===== config.mk =====
export PLATFORM = sky130hd
export DESIGN_NAME = led_fade_command_sequencer_core_flat
export DESIGN_NICKNAME = d
export VERILOG_FILES = /design/src/rtl/lfcs_pkg.sv /design/src/rtl/lfcs_if.sv /design/src/rtl/lfcs_front.sv /design/src/rtl/lfcs_div.sv /design/src/rtl/lfcs_back.sv /design/src/rtl/led_fade_command_sequencer_core.sv /design/src/flat_wrapper.sv
export VERILOG_INCLUDE_DIRS = /design/src /design/src/rtl
export SDC_FILE = /design/constraint.sdc
export NUM_CORES = 2
export LEC_CHECK = 0
export BUFFER_PORTS_ARGS = -buffer_cell sky130_fd_sc_hd__buf_2
export CAP_MARGIN = 20
export CORE_MARGIN = 4
export CORE_UTILIZATION = 30
export DETAILED_ROUTE_END_ITERATION = 16
export PLACE_DENSITY_LB_ADDON = 0.05
export REMOVE_ABC_BUFFERS = 1
export SYNTH_ARGS = -nofsm -noshare
export SYNTH_HDL_FRONTEND = slang
export SYNTH_SLANG_ARGS = --single-unit

===== constraint.sdc =====
create_clock -name clk -period 9.06 [get_ports clk]
set_clock_uncertainty 0.15 [all_clocks]
set_input_delay 1.359 -clock clk [delete_from_list [all_inputs] [get_ports clk]]
set_output_delay 1.359 -clock clk [all_outputs]
set_load 0.01 [all_outputs]

===== src/rtl/led_fade_command_sequencer_core_defines.svh =====
// Assertion macros used by the back part of the LED fade command sequencer.
`ifndef LED_FADE_COMMAND_SEQUENCER_CORE_DEFINES_SVH
`define LED_FADE_COMMAND_SEQUENCER_CORE_DEFINES_SVH
`ifndef SYNTHESIS
`define LFCS_ASSERT_NOW(label, clk, rst, ante, cons) \
  label: assert property (@(posedge clk) disable iff (rst) (ante) |-> (cons)) \
    else $error("lfcs assertion failed");
`define LFCS_ASSERT_NEXT(label, clk, rst, ante, cons) \
  label: assert property (@(posedge clk) disable iff (rst) (ante) |=> (cons)) \
    else $error("lfcs assertion failed");
`else
`define LFCS_ASSERT_NOW(label, clk, rst, ante, cons)
`define LFCS_ASSERT_NEXT(label, clk, rst, ante, cons)
`endif
`endif


===== src/rtl/lfcs_pkg.sv =====
// Types, constants and the gamma table of the LED fade command sequencer.
package lfcs_pkg;
  localparam int NUM_LEDS    = 8;
  localparam int QUEUE_DEPTH = 4;
  localparam int PWM_BITS    = 12;
  localparam int LOG_FRAC    = 28;
  localparam int US_PER_MS   = 1000;
  localparam int LEVEL_MAX   = 255;
  localparam int DUR_W       = 26;
  localparam int TOT_W       = 36;
  localparam int LED_W       = (NUM_LEDS > 1) ? $clog2(NUM_LEDS) : 1;
  localparam int SLOT_W      = (QUEUE_DEPTH > 1) ? $clog2(QUEUE_DEPTH) : 1;

  typedef enum logic [1:0] {
    OP_IDLE   = 2'd0,
    OP_FADE   = 2'd1,
    OP_DELAY  = 2'd2,
    OP_SIGNAL = 2'd3
  } op_t;

  localparam logic [1:0] FUNC_FADE   = 2'd0;
  localparam logic [1:0] FUNC_DELAY  = 2'd1;
  localparam logic [1:0] FUNC_SIGNAL = 2'd2;
  localparam logic [1:0] FUNC_TICK   = 2'd3;

  typedef struct packed {
    logic             is_tick;
    op_t              op;
    logic [2:0]       led;
    logic [7:0]       level;
    logic [DUR_W-1:0] dur;
    logic [31:0]      now;
  } item_t;

  typedef logic [PWM_BITS-1:0] gamma_t [256];

  // Base-2 logarithm in Q28, fraction bits found by repeated squaring.
  function automatic logic [63:0] fix_log2(logic [31:0] x_in);
    logic [31:0] x;
    int          k;
    logic [63:0] m;
    logic [63:0] r;
    x = (x_in == 32'd0) ? 32'd1 : x_in;
    k = 0;
    for (int i = 0; i < 31; i++) begin
      if ((x >> (i + 1)) != 32'd0) k = i + 1;
    end
    m = (64'(x) << LOG_FRAC) >> k;
    r = 64'(k) << LOG_FRAC;
    for (int b = 1; b <= LOG_FRAC; b++) begin
      m = (m * m) >> LOG_FRAC;
      if (m >= (64'd2 << LOG_FRAC)) begin
        m = m >> 1;
        r = r | (64'd1 << (LOG_FRAC - b));
      end
    end
    return r;
  endfunction

  function automatic gamma_t build_gamma();
    gamma_t      g;
    logic [63:0] ltop;
    logic [63:0] rhs;
    logic [31:0] top;
    logic [31:0] lo;
    logic [31:0] hi;
    logic [31:0] mid;
    top  = (32'd1 << PWM_BITS) - 32'd1;
    ltop = fix_log2(top);
    for (int i = 0; i < 256; i++) begin
      rhs = 64'(i) * ltop + (64'd255 << LOG_FRAC);
      lo  = 32'd0;
      hi  = top - 32'd1;
      for (int n = 0; n < 20; n++) begin
        if (lo < hi) begin
          mid = lo + ((hi - lo + 32'd1) >> 1);
          if (64'd255 * fix_log2(32'd2 * mid + 32'd1) <= rhs) lo = mid;
          else hi = mid - 32'd1;
        end
      end
      g[i] = lo[PWM_BITS-1:0];
    end
    return g;
  endfunction

  localparam gamma_t GAMMA = build_gamma();
endpackage


===== src/rtl/lfcs_if.sv =====
// Valid/ready channel interfaces for requests and results.
interface lfcs_in_if;
  logic        valid;
  logic        ready;
  logic [1:0]  func;
  logic [2:0]  led_index;
  logic [7:0]  target_level;
  logic [15:0] duration;
  logic [31:0] now_us;
  modport source (output valid, func, led_index, target_level, duration, now_us,
                  input ready);
  modport sink (input valid, func, led_index, target_level, duration, now_us,
                output ready);
endinterface

interface lfcs_out_if;
  logic        valid;
  logic        ready;
  logic [2:0]  out_led;
  logic        write_valid;
  logic [11:0] pwm_level;
  logic        signal_fired;
  logic        queue_idle;
  logic        last_result;
  modport source (output valid, out_led, write_valid, pwm_level, signal_fired, queue_idle,
                  last_result, input ready);
  modport sink (input valid, out_led, write_valid, pwm_level, signal_fired, queue_idle,
                last_result, output ready);
endinterface


===== src/rtl/lfcs_front.sv =====
// Front part: accepts requests, classifies them and buffers them in a two-entry queue.
module lfcs_front (
  input  logic              clk,
  input  logic              rst,
  lfcs_in_if.sink           cmd,
  output logic              item_valid,
  input  logic              item_ready,
  output lfcs_pkg::item_t   item
);
  lfcs_pkg::item_t    buf_q [2];
  logic               wr_ptr;
  logic               rd_ptr;
  logic [1:0]         count;
  lfcs_pkg::item_t    incoming;
  logic               push;
  logic               pop;

  always_comb begin
    incoming.is_tick = (cmd.func == lfcs_pkg::FUNC_TICK);
    unique case (cmd.func)
      lfcs_pkg::FUNC_FADE:   incoming.op = lfcs_pkg::OP_FADE;
      lfcs_pkg::FUNC_DELAY:  incoming.op = lfcs_pkg::OP_DELAY;
      lfcs_pkg::FUNC_SIGNAL: incoming.op = lfcs_pkg::OP_SIGNAL;
      default:               incoming.op = lfcs_pkg::OP_IDLE;
    endcase
    incoming.led   = cmd.led_index;
    incoming.level = (cmd.func == lfcs_pkg::FUNC_FADE) ? cmd.target_level : 8'd0;
    // Durations are kept in microseconds; a signal has none.
    incoming.dur   = (cmd.func == lfcs_pkg::FUNC_SIGNAL) ? '0 :
                     lfcs_pkg::DUR_W'({10'd0, cmd.duration} *
                                      26'(lfcs_pkg::US_PER_MS));
    incoming.now   = cmd.now_us;
  end

  assign cmd.ready  = (count != 2'd2);
  assign push       = cmd.valid && cmd.ready;
  assign item_valid = (count != 2'd0);
  assign pop        = item_valid && item_ready;
  assign item       = buf_q[rd_ptr];

  always_ff @(posedge clk) begin
    if (rst) begin
      wr_ptr <= 1'b0;
      rd_ptr <= 1'b0;
      count  <= 2'd0;
    end else begin
      if (push) begin
        buf_q[wr_ptr] <= incoming;
        wr_ptr        <= ~wr_ptr;
      end
      if (pop) rd_ptr <= ~rd_ptr;
      count <= count + 2'(push) - 2'(pop);
    end
  end
endmodule


===== src/rtl/lfcs_div.sv =====
// Restoring divider that yields an eight-bit quotient, one bit per cycle.
module lfcs_div (
  input  logic                         clk,
  input  logic                         rst,
  input  logic                         start,
  input  logic [lfcs_pkg::TOT_W-2:0]   dividend,
  input  logic [lfcs_pkg::DUR_W-1:0]   divisor,
  output logic                         busy,
  output logic                         done,
  output logic [7:0]                   quot
);
  logic [lfcs_pkg::TOT_W-2:0] rem;
  logic [lfcs_pkg::TOT_W-2:0] dsh;
  logic [2:0]                 cnt;

  always_ff @(posedge clk) begin
    if (rst) begin
      busy <= 1'b0;
      done <= 1'b0;
    end else begin
      done <= 1'b0;
      if (start) begin
        rem  <= dividend;
        dsh  <= (lfcs_pkg::TOT_W-1)'(divisor) << 7;
        cnt  <= 3'd0;
        busy <= 1'b1;
      end else if (busy) begin
        if (rem >= dsh) begin
          rem  <= rem - dsh;
          quot <= {quot[6:0], 1'b1};
        end else begin
          quot <= {quot[6:0], 1'b0};
        end
        dsh <= dsh >> 1;
        cnt <= cnt + 3'd1;
        if (cnt == 3'd7) begin
          busy <= 1'b0;
          done <= 1'b1;
        end
      end
    end
  end
endmodule


===== src/rtl/lfcs_back.sv =====
// Back part: holds the per-LED command queues and walks the LEDs on each tick.
`include "led_fade_command_sequencer_core_defines.svh"
module lfcs_back (
  input  logic             clk,
  input  logic             rst,
  input  logic             item_valid,
  output logic             item_ready,
  input  lfcs_pkg::item_t  item,
  lfcs_out_if.source       res
);
  typedef enum logic [2:0] {
    S_IDLE, S_EVAL, S_MULA, S_MULB, S_SUM, S_DIV, S_FIN, S_EMIT
  } state_t;

  state_t                       state;
  lfcs_pkg::op_t                q_op  [lfcs_pkg::NUM_LEDS][lfcs_pkg::QUEUE_DEPTH];
  logic [7:0]                   q_lvl [lfcs_pkg::NUM_LEDS][lfcs_pkg::QUEUE_DEPTH];
  logic [lfcs_pkg::DUR_W-1:0]   q_dur [lfcs_pkg::NUM_LEDS][lfcs_pkg::QUEUE_DEPTH];
  logic                         active [lfcs_pkg::NUM_LEDS];
  logic [31:0]                  start_time [lfcs_pkg::NUM_LEDS];
  logic [7:0]                   last_level [lfcs_pkg::NUM_LEDS];

  logic [lfcs_pkg::LED_W-1:0]   led;
  logic [31:0]                  now;
  logic [31:0]                  el;
  logic [33:0]                  prod_a;
  logic signed [35:0]           prod_b;
  logic                         res_wv;
  logic                         res_sig;
  logic [11:0]                  res_pwm;
  logic                         div_start;
  logic                         div_busy;
  logic                         div_done;
  logic [7:0]                   div_q;
  logic [lfcs_pkg::TOT_W-2:0]   div_num;

  lfcs_pkg::op_t                hd_op;
  logic [7:0]                   hd_lvl;
  logic [lfcs_pkg::DUR_W-1:0]   hd_dur;
  logic [31:0]                  el_now;
  logic                         expired;
  logic [lfcs_pkg::SLOT_W-1:0]  pick;
  logic [lfcs_pkg::LED_W-1:0]   enq_led;
  logic                         enq_ok;
  logic signed [8:0]            diff;
  logic signed [lfcs_pkg::TOT_W-1:0] tot;
  logic                         emit_go;
  logic                         at_last;
  logic [lfcs_pkg::PWM_BITS-1:0] g_fin;
  logic [lfcs_pkg::PWM_BITS-1:0] g_div;

  assign hd_op   = q_op[led][0];
  assign hd_lvl  = q_lvl[led][0];
  assign hd_dur  = q_dur[led][0];
  assign el_now  = now - start_time[led];
  assign expired = (el_now >= 32'(hd_dur));
  assign diff    = $signed({1'b0, hd_lvl}) - $signed({1'b0, last_level[led]});
  assign tot     = $signed({2'b00, prod_a}) + prod_b;
  assign emit_go = !res.valid || res.ready;
  assign at_last = (32'(led) == lfcs_pkg::NUM_LEDS - 1);
  assign enq_led = lfcs_pkg::LED_W'(item.led);
  assign enq_ok  = (32'(item.led) < lfcs_pkg::NUM_LEDS);
  assign item_ready = (state == S_IDLE);
  assign g_fin   = lfcs_pkg::GAMMA[hd_lvl];
  assign g_div   = lfcs_pkg::GAMMA[div_q];

  // First idle slot of the addressed queue; a full queue reuses the last slot.
  always_comb begin
    pick = lfcs_pkg::SLOT_W'(lfcs_pkg::QUEUE_DEPTH - 1);
    for (int s = lfcs_pkg::QUEUE_DEPTH - 1; s >= 0; s--) begin
      if (q_op[enq_led][s] == lfcs_pkg::OP_IDLE) pick = lfcs_pkg::SLOT_W'(s);
    end
  end

  lfcs_div u_div (
    .clk      (clk),
    .rst      (rst),
    .start    (div_start),
    .dividend (div_num),
    .divisor  (hd_dur),
    .busy     (div_busy),
    .done     (div_done),
    .quot     (div_q)
  );

  always_ff @(posedge clk) begin
    if (rst) begin
      state     <= S_IDLE;
      res.valid <= 1'b0;
      div_start <= 1'b0;
      led       <= '0;
      for (int l = 0; l < lfcs_pkg::NUM_LEDS; l++) begin
        active[l]     <= 1'b0;
        start_time[l] <= 32'd0;
        last_level[l] <= 8'd0;
        for (int s = 0; s < lfcs_pkg::QUEUE_DEPTH; s++) q_op[l][s] <= lfcs_pkg::OP_IDLE;
      end
    end else begin
      // The divider is kicked off once the interpolation sum is ready.
      div_start <= (state == S_SUM);
      // A taken result clears, unless the emit state loads the next one.
      if (res.valid && res.ready && state != S_EMIT) res.valid <= 1'b0;
      unique case (state)
        S_IDLE: begin
          if (item_valid) begin
            if (item.is_tick) begin
              now   <= item.now;
              led   <= '0;
              state <= S_EVAL;
            end else if (enq_ok) begin
              q_op[enq_led][pick]  <= item.op;
              q_lvl[enq_led][pick] <= item.level;
              q_dur[enq_led][pick] <= item.dur;
            end
          end
        end
        S_EVAL: begin
          el      <= el_now;
          res_wv  <= 1'b0;
          res_sig <= 1'b0;
          res_pwm <= 12'd0;
          if (!active[led]) begin
            if (hd_op != lfcs_pkg::OP_IDLE) begin
              active[led]     <= 1'b1;
              start_time[led] <= now;
            end
            state <= S_EMIT;
          end else begin
            unique case (hd_op)
              lfcs_pkg::OP_FADE:   state <= expired ? S_FIN : S_MULA;
              lfcs_pkg::OP_DELAY:  state <= expired ? S_FIN : S_EMIT;
              lfcs_pkg::OP_SIGNAL: begin
                res_sig <= 1'b1;
                state   <= S_FIN;
              end
              default:             state <= S_EMIT;
            endcase
          end
        end
        S_MULA: begin
          prod_a <= 34'(last_level[led]) * 34'(hd_dur);
          state  <= S_MULB;
        end
        S_MULB: begin
          prod_b <= $signed({1'b0, el[lfcs_pkg::DUR_W-1:0]}) * diff;
          state  <= S_SUM;
        end
        S_SUM: begin
          div_num   <= tot[lfcs_pkg::TOT_W-1] ? '0 : tot[lfcs_pkg::TOT_W-2:0];
          state     <= S_DIV;
        end
        S_DIV: begin
          if (div_done) begin
            res_wv  <= 1'b1;
            res_pwm <= 12'(g_div);
            state   <= S_EMIT;
          end
        end
        S_FIN: begin
          if (hd_op == lfcs_pkg::OP_FADE) begin
            res_wv          <= 1'b1;
            res_pwm         <= 12'(g_fin);
            last_level[led] <= hd_lvl;
          end
          for (int s = 0; s < lfcs_pkg::QUEUE_DEPTH; s++) begin
            if (s < lfcs_pkg::QUEUE_DEPTH - 1) begin
              q_op[led][s]  <= q_op[led][s+1];
              q_lvl[led][s] <= q_lvl[led][s+1];
              q_dur[led][s] <= q_dur[led][s+1];
            end else begin
              q_op[led][s]  <= lfcs_pkg::OP_IDLE;
              q_lvl[led][s] <= 8'd0;
              q_dur[led][s] <= '0;
            end
          end
          // The following command, if any, starts at this tick's time.
          if (lfcs_pkg::QUEUE_DEPTH > 1 &&
              q_op[led][lfcs_pkg::SLOT_W'(lfcs_pkg::QUEUE_DEPTH > 1)] != lfcs_pkg::OP_IDLE) begin
            active[led]     <= 1'b1;
            start_time[led] <= now;
          end else begin
            active[led]     <= 1'b0;
            start_time[led] <= 32'd0;
          end
          state <= S_EMIT;
        end
        S_EMIT: begin
          if (emit_go) begin
            res.valid        <= 1'b1;
            res.out_led      <= 3'(led);
            res.write_valid  <= res_wv;
            res.pwm_level    <= res_pwm;
            res.signal_fired <= res_sig;
            res.queue_idle   <= (hd_op == lfcs_pkg::OP_IDLE);
            res.last_result  <= at_last;
            if (at_last) begin
              state <= S_IDLE;
            end else begin
              led   <= led + 1'b1;
              state <= S_EVAL;
            end
          end
        end
        default: state <= S_IDLE;
      endcase
    end
  end

  `LFCS_ASSERT_NOW(a_div_done_in_div, clk, rst, div_done, state == S_DIV)
  `LFCS_ASSERT_NOW(a_idle_no_div, clk, rst, state == S_IDLE, !div_busy)
  `LFCS_ASSERT_NEXT(a_last_ends_tick, clk, rst, state == S_EMIT && emit_go && at_last, state == S_IDLE)
endmodule


===== src/rtl/led_fade_command_sequencer_core.sv =====
// Top level of the LED fade command sequencer.
// The cmd channel takes one request per handshake: an enqueue of a fade,
// delay or signal command for one LED, or a tick that carries the current
// time in microseconds. An enqueue gives no result. A tick gives one result
// per LED on the res channel, in LED order, with last_result set on the
// final one.
// Requests enter a two-entry queue in the front part, so the sender can
// hand over the next request while the back part is still busy.
// An enqueue is written into its LED's queue when the back part takes it.
// On a tick, an LED that starts or holds a command goes straight to the
// emit step, one that finishes a command passes through the finish step
// first, and a fade in progress is interpolated through the multiply
// steps, a sum and the eight-step serial divider.
// When the receiver stalls, the result register holds and the LED walk
// waits; requests keep filling the front queue until it is full.
// A synchronous reset empties all command queues, clears every LED's
// active flag, start time and last level, and drops any pending result.
module led_fade_command_sequencer_core (
  input  logic       clk,
  input  logic       rst,
  lfcs_in_if.sink    cmd,
  lfcs_out_if.source res
);
  // Classified request passed from the front queue to the back part.
  lfcs_pkg::item_t item;
  logic            item_valid;
  logic            item_ready;

  lfcs_front u_front (
    .clk        (clk),
    .rst        (rst),
    .cmd        (cmd),
    .item_valid (item_valid),
    .item_ready (item_ready),
    .item       (item)
  );

  // The back part owns all LED state and drives the result register.
  lfcs_back u_back (
    .clk        (clk),
    .rst        (rst),
    .item_valid (item_valid),
    .item_ready (item_ready),
    .item       (item),
    .res        (res)
  );
endmodule

===== src/flat_wrapper.sv =====
// flat-port wrapper written by rule: the top's interface ports become plain ports
module led_fade_command_sequencer_core_flat 
  (clk, rst, cmd_valid, cmd_func, cmd_led_index, cmd_target_level, cmd_duration, cmd_now_us, cmd_ready, res_valid, res_out_led, res_write_valid, res_pwm_level, res_signal_fired, res_queue_idle, res_last_result, res_ready);
  lfcs_in_if cmd_i ();
  lfcs_out_if res_i ();
  input  logic clk;
  input  logic rst;
  input wire logic [$bits(cmd_i.valid)-1:0] cmd_valid;
  input wire logic [$bits(cmd_i.func)-1:0] cmd_func;
  input wire logic [$bits(cmd_i.led_index)-1:0] cmd_led_index;
  input wire logic [$bits(cmd_i.target_level)-1:0] cmd_target_level;
  input wire logic [$bits(cmd_i.duration)-1:0] cmd_duration;
  input wire logic [$bits(cmd_i.now_us)-1:0] cmd_now_us;
  output wire logic [$bits(cmd_i.ready)-1:0] cmd_ready;
  output wire logic [$bits(res_i.valid)-1:0] res_valid;
  output wire logic [$bits(res_i.out_led)-1:0] res_out_led;
  output wire logic [$bits(res_i.write_valid)-1:0] res_write_valid;
  output wire logic [$bits(res_i.pwm_level)-1:0] res_pwm_level;
  output wire logic [$bits(res_i.signal_fired)-1:0] res_signal_fired;
  output wire logic [$bits(res_i.queue_idle)-1:0] res_queue_idle;
  output wire logic [$bits(res_i.last_result)-1:0] res_last_result;
  input wire logic [$bits(res_i.ready)-1:0] res_ready;
  assign cmd_i.valid = cmd_valid;
  assign cmd_i.func = cmd_func;
  assign cmd_i.led_index = cmd_led_index;
  assign cmd_i.target_level = cmd_target_level;
  assign cmd_i.duration = cmd_duration;
  assign cmd_i.now_us = cmd_now_us;
  assign cmd_ready = cmd_i.ready;
  assign res_valid = res_i.valid;
  assign res_out_led = res_i.out_led;
  assign res_write_valid = res_i.write_valid;
  assign res_pwm_level = res_i.pwm_level;
  assign res_signal_fired = res_i.signal_fired;
  assign res_queue_idle = res_i.queue_idle;
  assign res_last_result = res_i.last_result;
  assign res_i.ready = res_ready;
  led_fade_command_sequencer_core u_core (.clk(clk), .rst(rst), .cmd(cmd_i), .res(res_i));
endmodule

==> Yosys cells after proc, flatten, opt, wreduce, memory -nomap -nowiden <==
Memories as Yosys holds them, arrays and structs flattened. A register that Yosys moved wholly into a read port is not among the register bits.
Cells that the tools add are included.
W data, S select, Z words.
{ "op_classes": {"addsub": 8, "multipliers": 3, "n_lt_le_gt_ge": 6, "n_eq_ne": 23, "n_mux": 123, "bitwise": 12, "n_reduce_logical": 40} }
{ "op_table": {"columns": ["cell", "n"], "rows": [
  ["$mux W104", 3],
  ["$mux W32", 6],
  ["$mux W35", 3],
  ["$reduce_or A104 Y1", 1],
  ["$mux W3", 30],
  ["$mux W12", 6],
  ["$mux W8", 8],
  ["$reduce_or A32 Y1", 2],
  ["$demux W26 S2", 1],
  ["$mux W26", 2],
  ["$mux W1", 51],
  ["$add A35 B36 Y36", 1],
  ["$mul A27 B9 Y36", 1],
  ["$pmux W12 S3", 1],
  ["$ge A35 B34 Y1", 1],
  ["$sub A35 B34 Y35", 1],
  ["$mul A8 B26 Y34", 1],
  ["$mux W34", 1],
  ["$mux W33", 1],
  ["$ge A32 B26 Y1", 1],
  ["$sub A32 B32 Y32", 1],
  ["$pmux W3 S8", 1],
  ["$reduce_or A8 Y1", 3],
  ["$mul A16 B7 Y23 const B", 1],
  ["39 further kinds", 87]
]} }
{ "word_totals": {"regBits": 290, "ram_bits": 1624, "mem_bits_ro": 6144, "inputBits": 65, "out_inout_bits": 21, "wordCells": 252, "mem_count": 9} }
{ "memory_table": {"columns": ["name", "words", "width", "read_ports", "rd_ports_with_merged_regs", "wr", "line_no", "text"], "rows": [
  ["(no name shown)", 256, 12, 1, 0, 0, "lfcs_back.sv:65", "assign g_div = lfcs_pkg::GAMMA[div_q];"],
  ["(no name shown)", 256, 12, 1, 0, 0, "lfcs_back.sv:64", "assign g_fin = lfcs_pkg::GAMMA[hd_lvl];"],
  ["u_core.u_back.q_dur", 8, 104, 1, 1, 1, "lfcs_back.sv:18", "logic [lfcs_pkg::DUR_W-1:0] q_dur [lfcs_pkg::NUM_LEDS][lfcs_pkg::QUEUE_DEPTH];"],
  ["u_core.u_back.q_lvl", 8, 32, 1, 1, 1, "lfcs_back.sv:17", "logic [7:0] q_lvl [lfcs_pkg::NUM_LEDS][lfcs_pkg::QUEUE_DEPTH];"],
  ["u_core.u_back.start_time", 8, 32, 1, 1, 8, "lfcs_back.sv:20", "logic [31:0] start_time [lfcs_pkg::NUM_LEDS];"],
  ["u_core.u_front.buf_q", 2, 72, 1, 1, 1, "lfcs_front.sv:10", "lfcs_pkg::item_t buf_q [2];"],
  ["+3 memories", null, null, null, null, null, null, null]
]} }

==> Depth between registers and ports, before layout <==
An unclocked memory read counts as a cell.
{ "logic_depth": {"depth_word": 14, "depth_mapped": 39, "mapped_depth_nobuf": 34} }

==> Hierarchy <==
A second synthesis with hierarchy kept.
{ "unflattened": {"cells_unflattened": 7295, "hier_area_um2": 101766.4} }
{ "modules_own_cells": {"columns": ["mod", "n_inst", "cells_per_inst", "area_each_um2", "seq_area_each_um2"], "rows": [
  ["lfcs_back", 1, 6170, 88356.0, 50548.5],
  ["lfcs_front", 1, 588, 8260.4, 4244.1],
  ["lfcs_div", 1, 537, 5149.9, 2412.3]
]} }

==> Worst setup path after synthesis <==
Ideal clock, no wire load.
{ "synth_path": {"kind": "flip-flop to flip-flop", "from": "register (tool-made name)", "to": "register u_core.u_back.prod_b[35] (data pin)", "setup_time_ns": 0.260, "t_arrival_ns": 8.688, "required_time_ns": 8.650, "path_slack_ns": -0.038, "path_stages_with_launch": 37, "path_buffers": 6, "synth_period_minus_slack_ns": 9.098, "cell_sequence": "dfxtp_1 -> buf_6 -> buf_6 -> buf_4 -> buf_2 -> mux4_2 -> mux2_2 -> buf_1 -> ha_1 -> fa_1 -> nor2b_1 -> o21ai_0 -> nand2b_1 -> a21oi_1 -> o21ai_0 -> xor2_1 -> clkbuf_1 -> nand2_1 -> fa_1 -> fa_1 -> inv_1 -> fa_1 -> fa_1 -> inv_1 -> fa_1 -> inv_1 -> ha_1 -> o21ai_0 -> o21ai_0 -> nor3b_1 -> o31ai_2 -> a21oi_1 -> a211oi_1 -> o211ai_1 -> a31o_2 -> a21oi_1 -> xnor2_1"} }
{ "synth_rtl": {"columns": ["item", "line_no", "text"], "rows": [
  ["end signal, assigned", "lfcs_back.sv:145", "prod_b <= $signed({1'b0, el[lfcs_pkg::DUR_W-1:0]}) * diff;"],
  ["end, declared", "lfcs_back.sv:27", "logic signed [35:0] prod_b;"]
]} }

==> results.md <==
* Ratio of cells with drive above 1 in the final layout at 16.37%
* Path type of the worst min-delay path: reg -> reg
* Via count of the first global-routing pass at 60548
* TritonCTS buffer count at 218
* Antenna viol nets, final at 0
* P_sw at 10.90 mW
* IO buf count at 85
* Area of the mapped netlist at 0.09613 mm²
* Initial antenna violation count at 15
* CTS hold repair buffers at 0
* Fraction of registers with async set/reset at 0%
* WL per Instance at 25.39 µm
* Leftover overflow at the end of global routing at 0
* Crit path capture type: register
* Post-detailed-placement half-perimeter wirelength at 190900 µm
* Proportion of power drawn by flip-flops and latches at 35.0%
* Length of routed wiring on met1 at 134700 µm
* Post-synthesis share of cell area spent on and, or, nand and nor gates at 9.331%
* Std-Cell Core Area at 0.3186 mm²
* CTS tree: yes
* Latest clock arrival within the worst-skew pair at 920 ps
* Routed wl met3 at 9616 µm
* Synthesized-area fraction occupied by adder cells at 11.95%
* Number of sinks driven by the clock tree at 1812
* Worst hold slack across all endpoints at 275.8 ps
* Max-slew violations at 0
* Crit path required time at 9500 ps
* Combinational Power Share at 37.1%
* Placed cell area at 0.1021 mm²
* Cell class contributing the biggest share of worst-path delay: adder cells
* Max-cap check violation count at 0
* Buffer depth of the longest clock path at 4
* Unrepaired setup endpoints after global routing: false
* Number of search-and-repair iterations in the first detailed-routing pass at 5
* Slew @ Worst Pin at 1097 ps
* Total global routing track utilization at 17.37%
* Final net count at 7828
* Cell accounting for the most synthesized area: sky130_fd_sc_hd__edfxtp_1
* Achievable frequency at 116.5 MHz
* Multi-input logic area at 0.03898 mm²
* Sequential cell area fraction in the yosys report at 56.42%
* Final wirelength at 290100 µm
* Total buffers and inverters traversed by the critical path at 5
* Starting utilization of the core area at 30.17%
* Result of the run: completed
* Number of standard-cell rows in the floorplan at 207
* Top Ports at 86
* Number of enable flip-flop cells after synthesis at 1794
* Switch share at 34.79%
* Portion of total power attributed to the clock network at 27.9%
* Met2 Wirelength at 140700 µm
* FILL cells at 31095
* Final routed DRC violation total at 0
* Critical path launch point type: register
* Routed vias at 57142
* Post-synthesis compound-gate area fraction at 6.576%
* Cell Pwr Density at 286.6 mW/mm²
* XOR/XNOR Fraction of Synth Area at 1.356%
* Library cell with the highest instance count after synthesis: sky130_fd_sc_hd__edfxtp_1
* Placed cell count at 11006
* Sequential cell area at 0.05425 mm²
* Critical path's slowest cell: sky130_fd_sc_hd__mux4_2
* Number of instances in the synthesized netlist at 6882
* Setup WS pre-CTS at 34.41 ps
* Cell seen most often among critical-path stages: sky130_fd_sc_hd__fa_1
* Clk pin slew, worst setup/hold paths at 60 ps
* Headroom to the max-slew limit at 26.13%
* Highest cell delay on the worst timing path at 540 ps
* Post-Synthesis Mean Instance Area at 13.97 µm²
* Total Die Area at 0.3295 mm²
* Clock period minus final worst setup slack at 8581 ps
* Weighted congestion at the end of routability-driven global placement at 0.8060
* Vert. Die Dim at 574.1 µm
* Worst IR Drop VDD at 0.3539 mV
* Maximum number of pins on one net before global-route repair at 111
* Synth area leaders: sky130_fd_sc_hd__edfxtp_1 56%, sky130_fd_sc_hd__mux4_2 8.2%, sky130_fd_sc_hd__fa_1 7.4%
* Synth cell types at 100
* Static leakage at 38.41 nW
* Wire length of the first global-routing pass at 427800 µm
* Maximum net fanout on the critical path at 11
* Final worst path period share at 94.71%
* Fraction of post-synthesis cell area in the top cell type by area at 56.04%
* Area Overhead vs Synth at 13.76%
* Number of standard cells in the final layout excluding fillers at 11427
* Uppermost routed layer: met5
* Vias per std cell at 5.001
* Internal power of the cells at 20.44 mW
* Share of synthesized area spent on multiplexers at 11.01%
* #FFs+latches synth at 1812
* Final-report hold violation count at 0
* Worst Path Arrival at 9020 ps
* Drt first-iter violations at 4278
* Top post-synthesis cells by count: 1794 x sky130_fd_sc_hd__edfxtp_1, 513 x sky130_fd_sc_hd__nor2_1, 460 x sky130_fd_sc_hd__inv_1
* Final std cell area, no fill at 0.1094 mm²
* Root cell of the clock tree: sky130_fd_sc_hd__clkbuf_16
* Setup ws final at 479.0 ps
* Yosys warns at 0
* Dominant synthesized flop cell: sky130_fd_sc_hd__edfxtp_1
* H-Tree Level Count at 4
* Final Setup Violations at 0
* Die span in x at 574.1 µm
* Largest family of logic cells by synthesized area: adder cells
* Type of the setup path with the least slack: reg -> reg
-- power by group through the flow --
stage	combinational (mW)	sequential, mW	clock [mW]
after floorplan	8.00	11.1	0
after global placement	11.9	11.2	0
after detailed placement	11.9	11.2	0
after CTS	12.0	11.0	9.03
after global routing	13.3	11.0	9.36
final	11.6	11.0	8.73
-- state kept, by name (all words and copies together) (netlist names), 2 cells and up, named ones only --
signal	cells
u_core.u_back.u_div.quot	8
u_core.u_back.el	26
u_core.u_back.now	32
u_core.u_back.u_div.rem	35
u_core.u_back.u_div.dsh	33
u_core.u_back.res.out_led	3
u_core.u_front.buf_q	138
u_core.u_front.count	2
u_core.u_back.q_dur	736
u_core.u_back.res_pwm	12
u_core.u_back.prod_a	31
u_core.u_back.prod_b	36
u_core.u_back.state	3
u_core.u_back.last_level	64
u_core.u_back.start_time	256
u_core.u_back.led	3
u_core.u_back.q_op	64
u_core.u_back.u_div.cnt	3
u_core.u_back.active	8
u_core.u_back.div_num	35
u_core.u_back.res.pwm_level	12
u_core.u_back.q_lvl	256
-- timing repair --
item	4_1_cts	5_1_grt
setup buffers	0	6
pin swaps	0	1
setup endpoints to repair	1	3
resized for setup	1	6
-- routing by layer --
metal,up-vias,track usage [%]
li1,25784,-
met2,964,29.22
met1,30087,24.37
met5,-,0
met3,305,1.921
met4,2,3.343
-- per-stage QoR --
step | total power, mW | utilization [%] | TNS [ps]
after detailed placement | 23.05 | 32.06 | 0
after CTS | 31.99 | 34.29 | 0
after floorplan | 19.07 | - | -
after global routing | 33.66 | 34.32 | 0
after global placement | 23.08 | 32.05 | -79.28
final | 31.34 | 34.33 | 0
-- layout make-up --
| type | instances | share of cell area (%) |
|---|---|---|
| Tap cell | 4180 | 4.783 |
| Antenna cell | 8 | 0.01831 |
| Clock inverter | 137 | 1.262 |
| Multi-Input combinational cell | 4270 | 35.65 |
| Inverter | 466 | 1.600 |
| Sequential cell | 1812 | 49.61 |
| Timing Repair Buffer | 289 | 1.859 |
| Clock buffer | 265 | 5.216 |
-- logic make-up after synthesis --
kind of cell / count (synthesis)
compound gates: 1013
xor+xnor: 148
fa+ha+maj: 706
buf+inv: 800
flops: 1812
mux: 600
simple gates: 1803
-- cells in the final DEF, fill, tap and decap left out, types with 142 or more instances in the layout --
cell                        Yosys  final
sky130_fd_sc_hd__edfxtp_1    1794   1794
sky130_fd_sc_hd__nor2_1       513    493
sky130_fd_sc_hd__inv_1        460    444
sky130_fd_sc_hd__and2_1       393    393
sky130_fd_sc_hd__nand2_1      384    384
sky130_fd_sc_hd__fa_1         353    353
sky130_fd_sc_hd__ha_1         353    353
sky130_fd_sc_hd__mux4_2       351    351
sky130_fd_sc_hd__o21ai_0      286    281
sky130_fd_sc_hd__a21oi_1      266    265
sky130_fd_sc_hd__clkbuf_16      0    220
sky130_fd_sc_hd__buf_4         14    193
sky130_fd_sc_hd__mux2i_1      150    142
-- worst paths after layout --
check	slack (ps)	cells after the start	to	from
min reg2reg	280	0	u_core.u_back.res.pwm_level[9]	u_core.u_back.res_pwm[9]
max	480	33	u_core.u_back.prod_b[35]	register
max reg2reg	480	33	u_core.u_back.prod_b[35]	register
min	280	0	u_core.u_back.res.pwm_level[9]	u_core.u_back.res_pwm[9]
No activity file was read; power rests on OpenSTA's default activity.
